--- src/rtl/core/mpts_pkg.sv ---
// Types, codes and pattern constants of the memory pattern test sequencer
`timescale 1ns / 1ps
package mpts_pkg;

	typedef enum logic [1:0] {
		KIND_WRITE   = 2'd0,
		KIND_READ    = 2'd1,
		KIND_VERDICT = 2'd2
	} kind_t;

	localparam logic [2:0]  NUM_PHASES   = 3'd5;
	localparam logic [2:0]  PHASE_HASH   = 3'd4;
	localparam logic [31:0] HASH_MULT    = 32'h9e37_79b1;
	localparam logic [31:0] HASH_XOR     = 32'ha5c3_5a7d;
	localparam logic [31:0] WORD_ZEROS   = 32'h0000_0000;
	localparam logic [31:0] WORD_ONES    = 32'hffff_ffff;
	localparam logic [31:0] WORD_ALT_A   = 32'haaaa_aaaa;
	localparam logic [31:0] WORD_ALT_5   = 32'h5555_5555;
	localparam logic [31:0] MIN_BYTES    = 32'd4;

	typedef struct packed {
		logic        opcode;
		logic [31:0] base_address;
		logic [31:0] byte_count;
		logic [31:0] read_data;
	} req_t;

	typedef struct packed {
		kind_t       access_kind;
		logic [31:0] access_address;
		logic [31:0] write_data;
		logic        test_passed;
	} res_t;

	function automatic logic [31:0] fixed_word(input logic [1:0] phase);
		logic [31:0] w;
		case (phase)
			2'd0: w = WORD_ZEROS;
			2'd1: w = WORD_ONES;
			2'd2: w = WORD_ALT_A;
			2'd3: w = WORD_ALT_5;
			default: w = WORD_ZEROS;
		endcase
		return w;
	endfunction

	// prod holds index * HASH_MULT modulo 2^32
	function automatic logic [31:0] pattern_word(input logic [2:0] phase,
			input logic [31:0] prod);
		logic [31:0] w;
		if (phase < PHASE_HASH) begin
			w = fixed_word(phase[1:0]);
		end else begin
			w = prod ^ HASH_XOR;
		end
		return w;
	endfunction

endpackage

--- src/rtl/core/mpts_in_stage.sv ---
// Input register stage: captures one item and holds it until the engine takes it
`timescale 1ns / 1ps
module mpts_in_stage (
	input  logic          clk,
	input  logic          arst_n,
	input  logic          s_tvalid,
	output logic          s_tready,
	input  mpts_pkg::req_t req,
	input  logic          take,
	output logic          valid_s1,
	output mpts_pkg::req_t req_s1
);
	import mpts_pkg::*;

	assign s_tready = !valid_s1 || take;

	always_ff @(posedge clk or negedge arst_n) begin
		if (!arst_n) begin
			valid_s1 <= 1'b0;
		end else if (s_tready) begin
			valid_s1 <= s_tvalid;
		end
	end

	always_ff @(posedge clk) begin
		if (s_tready && s_tvalid) begin
			req_s1 <= req;
		end
	end

endmodule

--- src/rtl/core/mpts_engine.sv ---
// Test sequencing engine: phase, sweep and index state with next-access logic
`timescale 1ns / 1ps
module mpts_engine (
	input  logic           clk,
	input  logic           arst_n,
	input  logic           fire,
	input  mpts_pkg::req_t req,
	output logic           res_valid,
	output mpts_pkg::res_t res
);
	import mpts_pkg::*;

	logic        running_q;
	logic [2:0]  phase_q;
	logic        reading_q;
	logic [29:0] index_q;
	logic [29:0] total_q;
	logic [31:0] base_q;
	logic [31:0] prod_q;

	logic        running_d;
	logic [2:0]  phase_d;
	logic        reading_d;
	logic [29:0] index_d;
	logic [29:0] total_d;
	logic [31:0] base_d;
	logic [31:0] prod_d;

	logic        emit_access;
	logic        emit_verdict;
	logic        verdict_pass;
	logic [31:0] expected;
	logic [29:0] index_inc;
	logic [2:0]  phase_inc;

	assign expected  = pattern_word(phase_q, prod_q);
	assign index_inc = index_q + 30'd1;
	assign phase_inc = phase_q + 3'd1;

	always_comb begin
		running_d    = running_q;
		phase_d      = phase_q;
		reading_d    = reading_q;
		index_d      = index_q;
		total_d      = total_q;
		base_d       = base_q;
		prod_d       = prod_q;
		emit_access  = 1'b0;
		emit_verdict = 1'b0;
		verdict_pass = 1'b0;
		if (!req.opcode) begin
			if (req.base_address[1:0] != 2'b00 || req.byte_count < MIN_BYTES) begin
				running_d    = 1'b0;
				emit_verdict = 1'b1;
			end else begin
				running_d   = 1'b1;
				phase_d     = 3'd0;
				reading_d   = 1'b0;
				index_d     = 30'd0;
				prod_d      = 32'd0;
				total_d     = req.byte_count[31:2];
				base_d      = req.base_address;
				emit_access = 1'b1;
			end
		end else if (running_q) begin
			if (reading_q && req.read_data != expected) begin
				running_d    = 1'b0;
				emit_verdict = 1'b1;
			end else begin
				index_d     = index_inc;
				prod_d      = prod_q + HASH_MULT;
				emit_access = 1'b1;
				if (index_inc >= total_q) begin
					index_d = 30'd0;
					prod_d  = 32'd0;
					if (!reading_q) begin
						reading_d = 1'b1;
					end else begin
						reading_d = 1'b0;
						phase_d   = phase_inc;
						if (phase_inc >= NUM_PHASES) begin
							running_d    = 1'b0;
							emit_access  = 1'b0;
							emit_verdict = 1'b1;
							verdict_pass = 1'b1;
						end
					end
				end
			end
		end
	end

	always_comb begin
		res = '0;
		res.access_kind = KIND_WRITE;
		if (emit_verdict) begin
			res.access_kind = KIND_VERDICT;
			res.test_passed = verdict_pass;
		end else if (emit_access) begin
			res.access_kind    = reading_d ? KIND_READ : KIND_WRITE;
			res.access_address = base_d + {index_d, 2'b00};
			res.write_data     = reading_d ? 32'd0 : pattern_word(phase_d, prod_d);
		end
	end

	assign res_valid = emit_access || emit_verdict;

	always_ff @(posedge clk or negedge arst_n) begin
		if (!arst_n) begin
			running_q <= 1'b0;
			phase_q   <= 3'd0;
			reading_q <= 1'b0;
			index_q   <= 30'd0;
			total_q   <= 30'd0;
			base_q    <= 32'd0;
			prod_q    <= 32'd0;
		end else if (fire) begin
			running_q <= running_d;
			phase_q   <= phase_d;
			reading_q <= reading_d;
			index_q   <= index_d;
			total_q   <= total_d;
			base_q    <= base_d;
			prod_q    <= prod_d;
		end
	end

endmodule

--- src/rtl/core/mpts_out_stage.sv ---
// Result register: holds one result item until the downstream side takes it
`timescale 1ns / 1ps
module mpts_out_stage (
	input  logic           clk,
	input  logic           arst_n,
	input  logic           load,
	input  mpts_pkg::res_t res,
	output logic           slot_free,
	output logic           m_tvalid,
	input  logic           m_tready,
	output mpts_pkg::res_t res_q
);
	import mpts_pkg::*;

	logic valid_q;

	assign slot_free = !valid_q || m_tready;
	assign m_tvalid  = valid_q;

	always_ff @(posedge clk or negedge arst_n) begin
		if (!arst_n) begin
			valid_q <= 1'b0;
		end else if (load) begin
			valid_q <= 1'b1;
		end else if (m_tready) begin
			valid_q <= 1'b0;
		end
	end

	always_ff @(posedge clk) begin
		if (load) begin
			res_q <= res;
		end
	end

endmodule

--- src/rtl/core/memory_pattern_test_sequencer.sv ---
// Top level of the memory pattern test sequencer
//
// Drives a five-phase write-then-read-back test over a word region of an external
// memory. Each accepted item gives at most one result item: a start gives the first
// write request or an immediate fail verdict, each advance gives the next read or
// write request, or the verdict. One item is taken every cycle while the result
// register is empty or the master side takes its item. An accepted item waits in the
// input register until the result register has room; the engine then updates its
// state and loads any result item into the result register, which offers it on the
// master side. The rate is set by the update of the phase, sweep and index
// registers; the phase-four pattern is stepped by one addition per word, so no
// multiplier sits in that loop. When both the input register and the result
// register hold items, s_tready follows m_tready combinationally.
`timescale 1ns / 1ps
module memory_pattern_test_sequencer (
	input  logic        clk,
	input  logic        arst_n,
	input  logic        s_tvalid,
	output logic        s_tready,
	input  logic [95:0] s_tdata,  // base_address, byte_count, read_data
	input  logic        s_tuser,  // opcode
	output logic        m_tvalid,
	input  logic        m_tready,
	output logic [71:0] m_tdata,  // access_address, write_data, test_passed, 7 zero bits
	output logic [1:0]  m_tuser   // access_kind
);
	import mpts_pkg::*;

	req_t req;
	req_t req_s1;
	res_t res;
	res_t res_q;
	logic valid_s1;
	logic slot_free;
	logic fire;
	logic res_valid;

	assign req.opcode       = s_tuser;
	assign req.base_address = s_tdata[31:0];
	assign req.byte_count   = s_tdata[63:32];
	assign req.read_data    = s_tdata[95:64];

	assign fire = valid_s1 && slot_free;

	mpts_in_stage u_in (
		.clk      (clk),
		.arst_n   (arst_n),
		.s_tvalid (s_tvalid),
		.s_tready (s_tready),
		.req      (req),
		.take     (slot_free),
		.valid_s1 (valid_s1),
		.req_s1   (req_s1)
	);

	mpts_engine u_engine (
		.clk       (clk),
		.arst_n    (arst_n),
		.fire      (fire),
		.req       (req_s1),
		.res_valid (res_valid),
		.res       (res)
	);

	mpts_out_stage u_out (
		.clk       (clk),
		.arst_n    (arst_n),
		.load      (fire && res_valid),
		.res       (res),
		.slot_free (slot_free),
		.m_tvalid  (m_tvalid),
		.m_tready  (m_tready),
		.res_q     (res_q)
	);

	assign m_tdata = {7'd0, res_q.test_passed, res_q.write_data, res_q.access_address};
	assign m_tuser = res_q.access_kind;

endmodule

--- config.mk ---
export PLATFORM = sky130hd
export DESIGN_NAME = memory_pattern_test_sequencer
export DESIGN_NICKNAME = d
export VERILOG_FILES = /design/src/rtl/core/mpts_pkg.sv /design/src/rtl/core/mpts_in_stage.sv /design/src/rtl/core/mpts_engine.sv /design/src/rtl/core/mpts_out_stage.sv /design/src/rtl/core/memory_pattern_test_sequencer.sv
export SDC_FILE = /design/constraint.sdc
export NUM_CORES = 1
export LEC_CHECK = 0
export BUFFER_PORTS_ARGS = -buffer_cell sky130_fd_sc_hd__buf_2
export CORE_MARGIN = 2
export CORE_UTILIZATION = 40
export DETAILED_ROUTE_END_ITERATION = 8
export RECOVER_POWER = 50
export SETUP_SLACK_MARGIN = 0.1
export SLEW_MARGIN = 20
export SYNTH_ARGS = -nofsm -noshare
export SYNTH_HDL_FRONTEND = slang
export SYNTH_SLANG_ARGS = --single-unit
export TNS_END_PERCENT = 30
--- constraint.sdc ---
create_clock -name clk -period 6.9 [get_ports clk]
set_input_delay 0.69 -clock clk [delete_from_list [all_inputs] [get_ports clk]]
set_output_delay 0.69 -clock clk [all_outputs]
set_load 0.1 [all_outputs]
**Word-level counts from Yosys, hierarchy flattened**

Cells that the tools add are included.

- Logic and storage cells: 106
- Output and inout bits: 76
- Input port bits: 101
- Register bits after elaboration: 295
- Memories: 0
- Memory bits (read-only): 0
- Bits in latches: 0
- Bits in writable memories: 0

- Divide/modulo/power cells: 0
- Equal/unequal tests: 7
- Shifts and indexed selects: 0
- Reductions and logical operators: 18
- Add/sub/neg operators: 4
- Multiply operators: 0
- Magnitude comparators: 5
- Muxes and demuxes: 47
- Bitwise logic cells: 7

Operators by type and width:

| kind | count |
|---|---|
| $mux W32 | 10 |
| $pmux W32 S4 | 2 |
| $mux W30 | 5 |
| $mux W66 | 1 |
| $not A18 Y18 | 2 |
| $add A32 B32 Y32 | 1 |
| $add A32 B32 Y32 const B | 1 |
| $lt A32 B3 Y1 const B | 1 |
| $ne A32 B32 Y1 | 1 |
| $add A30 B1 Y30 const B | 1 |
| $ge A30 B30 Y1 | 1 |
| $mux W1 | 23 |
| $mux W3 | 6 |
| $eq A2 B2 Y1 const B | 4 |
| $lt A3 B3 Y1 const B | 2 |
| $not A1 Y1 | 5 |
| $eq A2 B1 Y1 const B | 2 |
| $logic_and A1 B1 Y1 | 4 |
| $logic_not A2 Y1 | 2 |
| $logic_or A1 B1 Y1 | 4 |
| $reduce_bool A2 Y1 | 2 |
| $reduce_or A4 Y1 | 1 |
| $add A3 B1 Y3 const B | 1 |
| $ge A3 B3 Y1 const B | 1 |
| other kinds (4) | 5 |

**Longest topological paths before layout**

Gate-level depths: netlist of run 1.

- Depth in word-level cells: 13
- Depth in mapped cells: 32
- Depth with buffers taken out: 30

**Hierarchy**

From an unflattened synthesis of run 1, not the netlist that was laid out.

- Cells, all modules: 1616
- Area, all modules: 16579.7 um^2

By module, submodules not included:

| module | sequential area each (um^2) | cells an instance | times used | area an instance (um^2) |
|---|---|---|---|---|
| mpts_engine | 3228.1 | 1435 | 1 | 11484.8 |
| mpts_in_stage | 2937.8 | 101 | 1 | 2966.6 |
| mpts_out_stage | 2037.0 | 70 | 1 | 2059.5 |
| memory_pattern_test_sequencer | 0.0 | 10 | 1 | 68.8 |

**Least setup slack after synthesis of run 1**

Ideal clock, no wire load.

- Path type: register -> register
- Start point: reg u_engine.index_q[0]
- End point: reg u_out.res_q[64] (netlist name)
- Path slack: 0.188 ns
- Stages on the path, launching flop included: 33
- Data required time: 6.636 ns
- Clock period less this slack: 6.712 ns
- Setup time: 0.264 ns
- Arrival time: 6.448 ns
- Buffers on the path: 3
- Cell sequence: dfrtp_1 ha_1 and3_1 and3_1 clkbuf_1 nand2_1 nor3_1 nand2_1 nor3_1 xnor2_1 inv_1 ha_1 nand4_1 nor3_1 o21a_1 a211oi_2 nand2_1 nor2_2 buf_2 buf_4 a21oi_1 a31oi_1 ha_1 o21a_1 o21ai_0 a211oi_1 o211ai_1 a21oi_1 o41ai_1 o21ai_0 xnor2_2 xnor2_1 o22ai_1

- Elaborated cells on any way between the ends: 18
- Classes of those cells: add/sub (2); order compare (1); mux (13); bitwise (1); reduce/logical (1)

RTL lines:

| element | line | RTL |
|---|---|---|
| start: declaration | mpts_engine.sv:16 | `logic [29:0] index_q;` |
| start signal: assignment | mpts_engine.sv:121 | `index_q <= index_d;` |
| $add A30 B1 Y30 * | mpts_engine.sv:37 | `assign index_inc = index_q + 30'd1;` |
| $ge A30 B30 Y1 | mpts_engine.sv:73 | `if (index_inc >= total_q) begin` |
| $mux W30 * | mpts_engine.sv:73 |  |
| $mux W30 * | mpts_engine.sv:66 | `if (reading_q && req.read_data != expected) begin` |
| $mux W30 * | mpts_engine.sv:65 | `end else if (running_q) begin` |
| $mux W30 * | mpts_engine.sv:51 | `if (!req.opcode) begin` |
| net u_engine.index_d[5] | mpts_engine.sv:24 | `logic [29:0] index_d;` |
| $add A32 B32 Y32 * | mpts_engine.sv:101 | `res.access_address = base_d + {index_d, 2'b00};` |

Mark *: on every way through the listed nets, which the timed path passes. The rest lies on a longest branch.
A chain may end at the register's enable or synchronous reset.

**Worst setup path after layout of run 1**

- Start point: reg u_engine.index_q[0]
- End point: reg u_out.res_q[53] (netlist name)

- Elaborated cells on any way between the ends: 18
- Classes of those cells: add/sub (2); order compare (1); mux (13); bitwise (1); reduce/logical (1)

RTL lines:

| element | line |
|---|---|
| $add A30 B1 Y30 * | mpts_engine.sv:37 |
| $ge A30 B30 Y1 | mpts_engine.sv:73 |
| $mux W30 * | mpts_engine.sv:73 |
| $mux W30 * | mpts_engine.sv:66 |
| $mux W30 * | mpts_engine.sv:65 |
| $mux W30 * | mpts_engine.sv:51 |
| net u_engine.index_d[2] | mpts_engine.sv:24 |
| $add A32 B32 Y32 * | mpts_engine.sv:101 |

Marks and branches as above.

==> results of run 1 <==
==> per-stage QoR <==
| stage | util | setup WS (ps) | hold slack (ps) |
|---|---|---|---|
| 6_report | 0.492 | 349 | 309 |
| 5_1_grt | 0.492 | 40.9 | 284 |
| 4_1_cts | 0.485 | 127 | 272 |
| 3_5_place_dp | 0.454 | 135 | 490 |
| 3_3_place_gp | 0.454 | 162 | 484 |
| 2_1_floorplan | - | 188 | 394 |
==> cell type report <==
class | count | area [um^2] | share of cell area
sequential | 293 | 8140 | 0.415
multi-input combinational | 1095 | 7700 | 0.393
timing repair buffer | 278 | 1620 | 0.0824
clock buffer | 46 | 958 | 0.0489
tap | 525 | 657 | 0.0335
clock inverter | 19 | 268 | 0.0137
inverter | 69 | 259 | 0.0132
==> sequential cells by signal, summed over array words and instances (netlist names) <==
signal and count:
u_out.res_q 67, u_engine.base_q 32, u_engine.phase_q 3, u_in.req_s1 95, u_out.m_tvalid 1, u_engine.prod_q 32
u_engine.running_q 1, u_in.valid_s1 1, u_engine.reading_q 1, u_engine.total_q 30, u_engine.index_q 30
==> cell usage in the layout, fill, tap and decap left out, drive strengths merged, types with 11 or more instances in the layout <==
master / n
buf: 207
dfrtp: 131
ha: 64
nor4: 15
nand3: 36
a31oi: 36
and2: 14
nor2b: 13
or3: 14
nor2: 95
nor3: 28
o211ai: 19
clkinv: 11
o21a: 11
xnor2: 43
inv: 71
o21ai: 119
nand2: 146
nand4: 21
xor2: 30
nand2b: 14
clkbuf: 117
mux2: 94
a21o: 28
a21oi: 110
and3: 25
edfxtp: 162
==> worst paths after layout <==
kind,startpoint,endpoint,cells past startpoint
min in group asynchronous,arst_n,u_engine.base_q[4]$_DFFE_PN0P_,1
max in group asynchronous,arst_n,u_engine.phase_q[1]$_DFFE_PN0P_,2
min reg2reg,u_engine.base_q[27]$_DFFE_PN0P_,u_engine.base_q[27]$_DFFE_PN0P_,1
max,u_engine.index_q[0]$_DFFE_PN0P_,u_out.res_q[53]$_SDFFCE_PP0P_,33
max reg2reg,u_engine.index_q[0]$_DFFE_PN0P_,u_out.res_q[53]$_SDFFCE_PP0P_,33
min,s_tdata[43],u_in.req_s1[43]$_DFFE_PP_,1
==> what timing repair did <==
| item | 4_1_cts | 5_1_grt |
|---|---|---|
| buffers inserted | 0 | 6 |
| gates cloned | 0 | 0 |
| hold buffers | 0 | 0 |
| resized for setup | 1 | 69 |
| pin swaps | 0 | 29 |
| setup endpoints to repair | 1 | 10 |
==> cells in the mapped netlist, types with 6 or more instances <==
cell / instances
a211oi_1: 9
a21o_1: 27
a21oi_1: 99
a21oi_2: 11
a22o_1: 7
a31oi_1: 35
and2_1: 13
and3_1: 25
and4_1: 6
buf_1: 11
buf_2: 7
buf_4: 9
clkbuf_1: 60
dfrtp_1: 131
edfxtp_1: 162
ha_1: 64
inv_1: 68
mux2_2: 94
nand2_1: 145
nand2b_1: 14
nand3_1: 35
nand4_1: 20
nor2_1: 92
nor2b_1: 13
nor3_1: 28
nor3b_1: 6
nor4_1: 14
o211ai_1: 19
o21a_1: 11
o21ai_0: 96
o21ai_1: 23
o21bai_1: 6
o22ai_1: 10
o31ai_1: 7
or3_1: 13
xnor2_1: 42
xor2_1: 30
==> routing by layer <==
metal | vias up | GRT usage | routed length, um
li1 | 6092 | - | -
met1 | 6158 | 0.333 | 22400
met2 | 445 | 0.313 | 19100
met3 | 68 | 0.0401 | 3410
met4 | 0 | 0.0650 | 968
met5 | - | 0 | 0
==> logic make-up (layout without fill, tap and decap cells) <==
logic type | count (synthesis) | count (layout)
AND/OR/NAND/NOR | 449 | 449
AO/OA/AOI/OAI | 402 | 402
flip-flops | 293 | 293
buffers and inverters | 160 | 412
multiplexers | 99 | 99
XOR/XNOR | 73 | 73
adder cells (fa/ha/maj) | 65 | 65
other | 1 | 7
==> critical path: cells and delay by family, from the launching register on <==
kind	cells	cell delay, ps
fa+ha+maj	3	700
xor+xnor	2	290
simple gates	11	1690
compound gates	11	2290
flops	1	410
buf+inv	6	910
==> power groups by stage <==
stage | clock, mW | sequential (mW) | combinational, mW
2_1_floorplan | 0 | 2.67 | 1.12
3_3_place_gp | 0 | 2.49 | 1.87
3_5_place_dp | 0 | 2.51 | 1.91
4_1_cts | 2.01 | 2.48 | 1.92
5_1_grt | 2.07 | 2.52 | 2.13
6_report | 1.96 | 2.49 | 1.95
==> impl_metrics.py, run 1 <==
metrics = {
    "clock_tree": {
        "cts_tree": "built",
        "cts-root-buf": "clkbuf_16",
        "clk_latency_ps": 560,
        "cts.path.max_buffers": 3,
        "clk_pin_slew_ps": 60,
        "clock-sinks": 293,
        "cts_buffers": 36,
        "cts_max_level": 2,
    },
    "logic_synthesis": {
        "synth_top_family_by_area": "compound AO/OA/AOI/OAI gates",
        "synth-edff-count": 162,
        "synthFlopType": "edfxtp_1",
        "ys_warn_count": 0,
        "synth_adder_area_share": 0.0508,
        "ys_ff_latch": 293,
        "synth-async-reset-ratio": 0.447,
        "syn_avg_cell_area_um2": 10.5,
        "synth_area_mm2": 0.0161,
        "synthXorXnorAreaFrac": 0.0401,
        "netlist-cell-type-count": 84,
        "yosys.area.top_type": "edfxtp_1",
        "synth_top_area_share": 0.301,
        "synthMuxAreaShare": 0.0687,
        "ys_top_cells_by_area": "edfxtp_1, dfrtp_1, mux2_2, ha_1, nand2_1",
        "yosysSeqAreaShare": 0.504,
        "synth_cells": 1542,
        "synth_compound_area_frac": 0.157,
        "synthSimpleGateAreaFrac": 0.137,
    },
    "cells_and_area": {
        "drive_above_1_share": 0.247,
        "area_growth_syn_to_layout_pct": 21.4,
        "nFillCells": 3794,
        "nets": 1939,
        "antenna_cells": 0,
        "stdcell_count": 2325,
        "final_area_mm2": 0.0196,
    },
    "floorplanning": {
        "io_pins": 177,
        "rows": 73,
        "core-area_mm2": 0.0398,
        "chipWidth_um": 205,
        "die_h_um": 205,
        "start_util": 0.405,
        "die_area_mm2": 0.0420,
    },
    "place": {
        "dp_hpwl_um": 32900,
        "gp_congestion": 0.937,
        "portBuffers": 167,
        "placed_cell_area_mm2": 0.0181,
        "placed_cells_incl_taps": 2254,
    },
    "route": {
        "wirelength_um": 45900,
        "wire_per_inst_um": 19.7,
        "first_pass_iters": 5,
        "final_antenna_net_count": 0,
        "drtIter0Drc": 979,
        "post_drt_via_cell_ratio": 5.49,
        "drc": 0,
        "vias": 12763,
    },
    "grt": {
        "antenna_found_initial": 1,
        "grt_max_degree": 76,
        "gr-usage-all-layers": 0.218,
        "grt_pass1_wl_um": 70600,
        "grt-ovfl-total": 0,
        "grt_pass1_vias": 12322,
    },
    "setup_path": {
        "cp.arrival_ps": 6830,
        "worstPathRequired_ps": 7180,
        "cpPeakStageDelay_ps": 410,
        "critPathMostFrequentCell": "buf_4",
        "critPathMaxFanout": 8,
        "cp_slowest_cell": "dfrtp_1",
        "path_class": "flip-flop to flip-flop",
        "start_kind": "flip-flop",
        "r2r_slack_ps": 350,
        "cp-end-kind": "flip-flop",
    },
    "timing": {
        "fin_skew_ps": 19.4,
        "max-slew-margin-rel": -1.86,
        "finalCritPeriodShare": 0.949,
        "max_clock_freq_ghz": 0.153,
        "slew_viol_final": 179,
        "hold_viol": 0,
        "finalSetupTns_ps": 0,
        "setup_viol_count_final": 0,
        "rsz0062_at_grt": "no",
        "tightest_slew_ps": 4280,
        "final.min_clock_period_ps": 6550,
    },
    "outcome": {
        "status": "finished with violations",
        "violations": "max-capacitance violations, max-slew violations",
    },
    "pwr": {
        "pwr-share-clk": 0.306,
        "leakagePower_nw": 8.18,
        "peakVddDrop_mv": 0.158,
        "power_frac_comb": 0.305,
        "pwr-share-seq": 0.389,
        "p_total_mw": 6.39,
        "powerDensity_mw_per_mm2": 326,
        "p_int_mw": 4.06,
        "power.share.switching": 0.365,
        "switching_power_mw": 2.33,
    },
    "flow_run": {
        "drv_cap": 3,
    },
    "worst_hold_path": {
        "min_path_type": "input port to flip-flop",
    },
}
Power figures use the tool's default switching activity.
==> run 2, diff against run 1 <==
Settings changed: PLACE_DENSITY_LB_ADDON from default to 0.15.
==> run 2 against run 1 <==
Compared with the run above: the run still ends with max-capacitance violations, max-slew violations left; clock power decreased by 4%; sequential share of layout area up 0.30 points; worst hold slack better by 1.6 ps; die area stayed put; non-clock buffer count up 8; flip-flop and latch count unchanged; register-to-register slack about the same; clock skew shrank 4.8 ps; setup slack improved by 6.6 ps; critical path type unchanged; critical endpoint is now u_out.res_q[61]$_SDFFCE_PP0P_; largest cell class unchanged.
==> impl_metrics.py, run 2 (synthesized netlist as in run 1, its figures left out) <==
metrics = {
    "clock_tree": {
        "cts.path.max_buffers": 3,
        "clk_pin_slew_ps": 60,
        "cts_hold_buf": 0,
        "cts_max_level": 2,
        "clock-sinks": 293,
        "cts_tree": "built",
        "clk_latency_ps": 550,
        "cts_buffers": 37,
        "cts-root-buf": "clkbuf_16",
    },
    "outcome": {
        "status": "finished with violations",
        "violations": "max-capacitance violations, max-slew violations",
    },
    "place": {
        "portBuffers": 167,
        "dp_hpwl_um": 32700,
        "gp_congestion": 0.886,
        "placed_cells_incl_taps": 2256,
        "place_ws_ps": -17.5,
    },
    "cells_and_area": {
        "drive_above_1_share": 0.240,
        "stdcell_count": 2336,
        "antenna_cells": 0,
        "layout_commonest_cell": "edfxtp_1",
        "layout_common_cells": "edfxtp_1, nand2_1, dfrtp_1, buf_4, buf_2",
        "largest_register": "u_in.req_s1",
        "nFillCells": 3751,
        "largest_registers": "u_in.req_s1: 95 flops, u_out.res_q: 67 flops",
        "largest_register_ff_count": 95,
        "regArea_mm2": 0.00814,
        "multiInputGateArea_mm2": 0.00758,
        "area_growth_syn_to_layout_pct": 20.6,
        "nets": 1948,
    },
    "pwr": {
        "p_int_mw": 3.99,
        "pwr-share-seq": 0.398,
        "peakVddDrop_mv": 0.173,
        "leakagePower_nw": 8.13,
        "switching_power_mw": 2.31,
        "power.share.switching": 0.367,
        "powerDensity_mw_per_mm2": 323,
        "power_frac_comb": 0.303,
        "pwr-share-clk": 0.299,
    },
    "route": {
        "final_antenna_net_count": 0,
        "first_pass_iters": 5,
        "vias": 12666,
        "wirelength_um": 45900,
        "wire_per_inst_um": 19.6,
        "drtIter0Drc": 811,
        "post_drt_via_cell_ratio": 5.42,
        "drc": 0,
    },
    "floorplanning": {
        "io_pins": 177,
        "rows": 73,
        "core-area_mm2": 0.0398,
        "die_area_mm2": 0.0420,
        "chipWidth_um": 205,
        "start_util": 0.405,
        "die_h_um": 205,
    },
    "timing": {
        "rsz0062_at_grt": "yes",
        "tightest_slew_ps": 4200,
        "finalCritPeriodShare": 0.948,
        "slew_viol_final": 176,
        "setup_viol_count_final": 0,
        "worst_slack_ps": 356,
        "fin_skew_ps": 14.6,
        "hold_viol": 0,
        "max-slew-margin-rel": -1.80,
        "final.min_clock_period_ps": 6540,
        "max_clock_freq_ghz": 0.153,
    },
    "grt": {
        "antenna_found_initial": 2,
        "grt_util_met2": 0.299,
        "grt_pass1_wl_um": 70400,
        "use_met3": 0.0460,
        "use_met1": 0.346,
        "grt_max_degree": 71,
        "grt_pass1_vias": 12096,
        "grt-ovfl-total": 0,
        "gr-usage-all-layers": 0.219,
        "busiest_layer": "met1",
    },
    "flow_run": {
        "drv_cap": 3,
    },
    "setup_path": {
        "cp_slowest_cell": "dfrtp_1",
        "worstPathRequired_ps": 7180,
        "cpPeakStageDelay_ps": 420,
        "critPathMostFrequentCell": "buf_4",
        "start_kind": "flip-flop",
        "cp-end-kind": "flip-flop",
        "critPathMaxFanout": 13,
        "cp.arrival_ps": 6830,
        "path_class": "flip-flop to flip-flop",
    },
    "worst_hold_path": {
        "min_path_type": "input port to flip-flop",
    },
}
## run 2: changes by cell type in the layout (fill, tap and decap cells not counted), sizes merged
cell    delta
buf        +6
clkinv     +1
clkbuf     +9
bufinv     -3
inv        -2
## run 2: worst paths after layout
path	startpoint	end	slack (ps)	cells after the start
worst max-delay path	u_engine.index_q[0]$_DFFE_PN0P_	u_out.res_q[61]$_SDFFCE_PP0P_	360	32
worst min-delay path	s_tdata[9]	u_in.req_s1[73]$_DFFE_PP_	310	1
worst max register to register	u_engine.index_q[0]$_DFFE_PN0P_	u_out.res_q[61]$_SDFFCE_PP0P_	360	32
worst min register to register	u_engine.base_q[1]$_DFFE_PN0P_	u_engine.base_q[1]$_DFFE_PN0P_	500	2
max in group asynchronous	arst_n	u_engine.index_q[10]$_DFFE_PN0P_	1690	2
min in group asynchronous	arst_n	u_engine.base_q[16]$_DFFE_PN0P_	1610	1
## run 2: power groups by stage
stage / combinational, mW / clock [mW] / sequential (mW)
after global placement: 1.86 / 0 / 2.51
after floorplan: 1.12 / 0 / 2.67
after detailed placement: 1.88 / 0 / 2.52
after CTS: 1.89 / 1.94 / 2.49
final: 1.91 / 1.88 / 2.51
after global routing: 2.09 / 2.01 / 2.54
## run 2: area by class of cell
class	count	area share
sequential	293	0.418
multi-input combinational	1095	0.390
timing repair buffer	286	0.0849
clock buffer	53	0.0534
tap	525	0.0337
inverter	69	0.0133
clock inverter	15	0.00675
## run 2: worst max-delay path, delay by kind of cell (launching register included)
kind	cells	cell delay [ps]
buffers and inverters	6	840
adders and majority gates	3	640
AOI/OAI and AO/OA	10	2260
DFF	1	420
xor gates and xnor gates	1	270
and+or+nand+nor	12	1820
## run 2: what timing repair did
item | CTS | global route
hold endpoints to repair | 0 | 0
setup endpoints to repair | 1 | 10
buffers inserted | 0 | 12
pin swaps | 0 | 22
gates resized for setup | 2 | 43
## run 2: stage by stage
stage | utilization | total power [mW] | cell area (um^2) | setup TNS (ps) | hold slack (ps)
floorplan | - | 3.79 | 16200 | 0 | 394
global placement | 0.454 | 4.37 | 18100 | 0 | 483
detailed placement | 0.454 | 4.40 | 18100 | -17.5 | 488
CTS | 0.484 | 6.32 | 19300 | 0 | 284
global route | 0.489 | 6.64 | 19500 | -28.2 | 283
finish | 0.489 | 6.29 | 19500 | 0 | 310
## run 2: per-layer routing
layer  vias up  wire (um)  part of all wire
met3        55       3160             0.069
li1       6129          -                 -
met4         0        890             0.019
met1      6089      23500              0.51
met2       393      18300              0.40
met5         -          0                 0
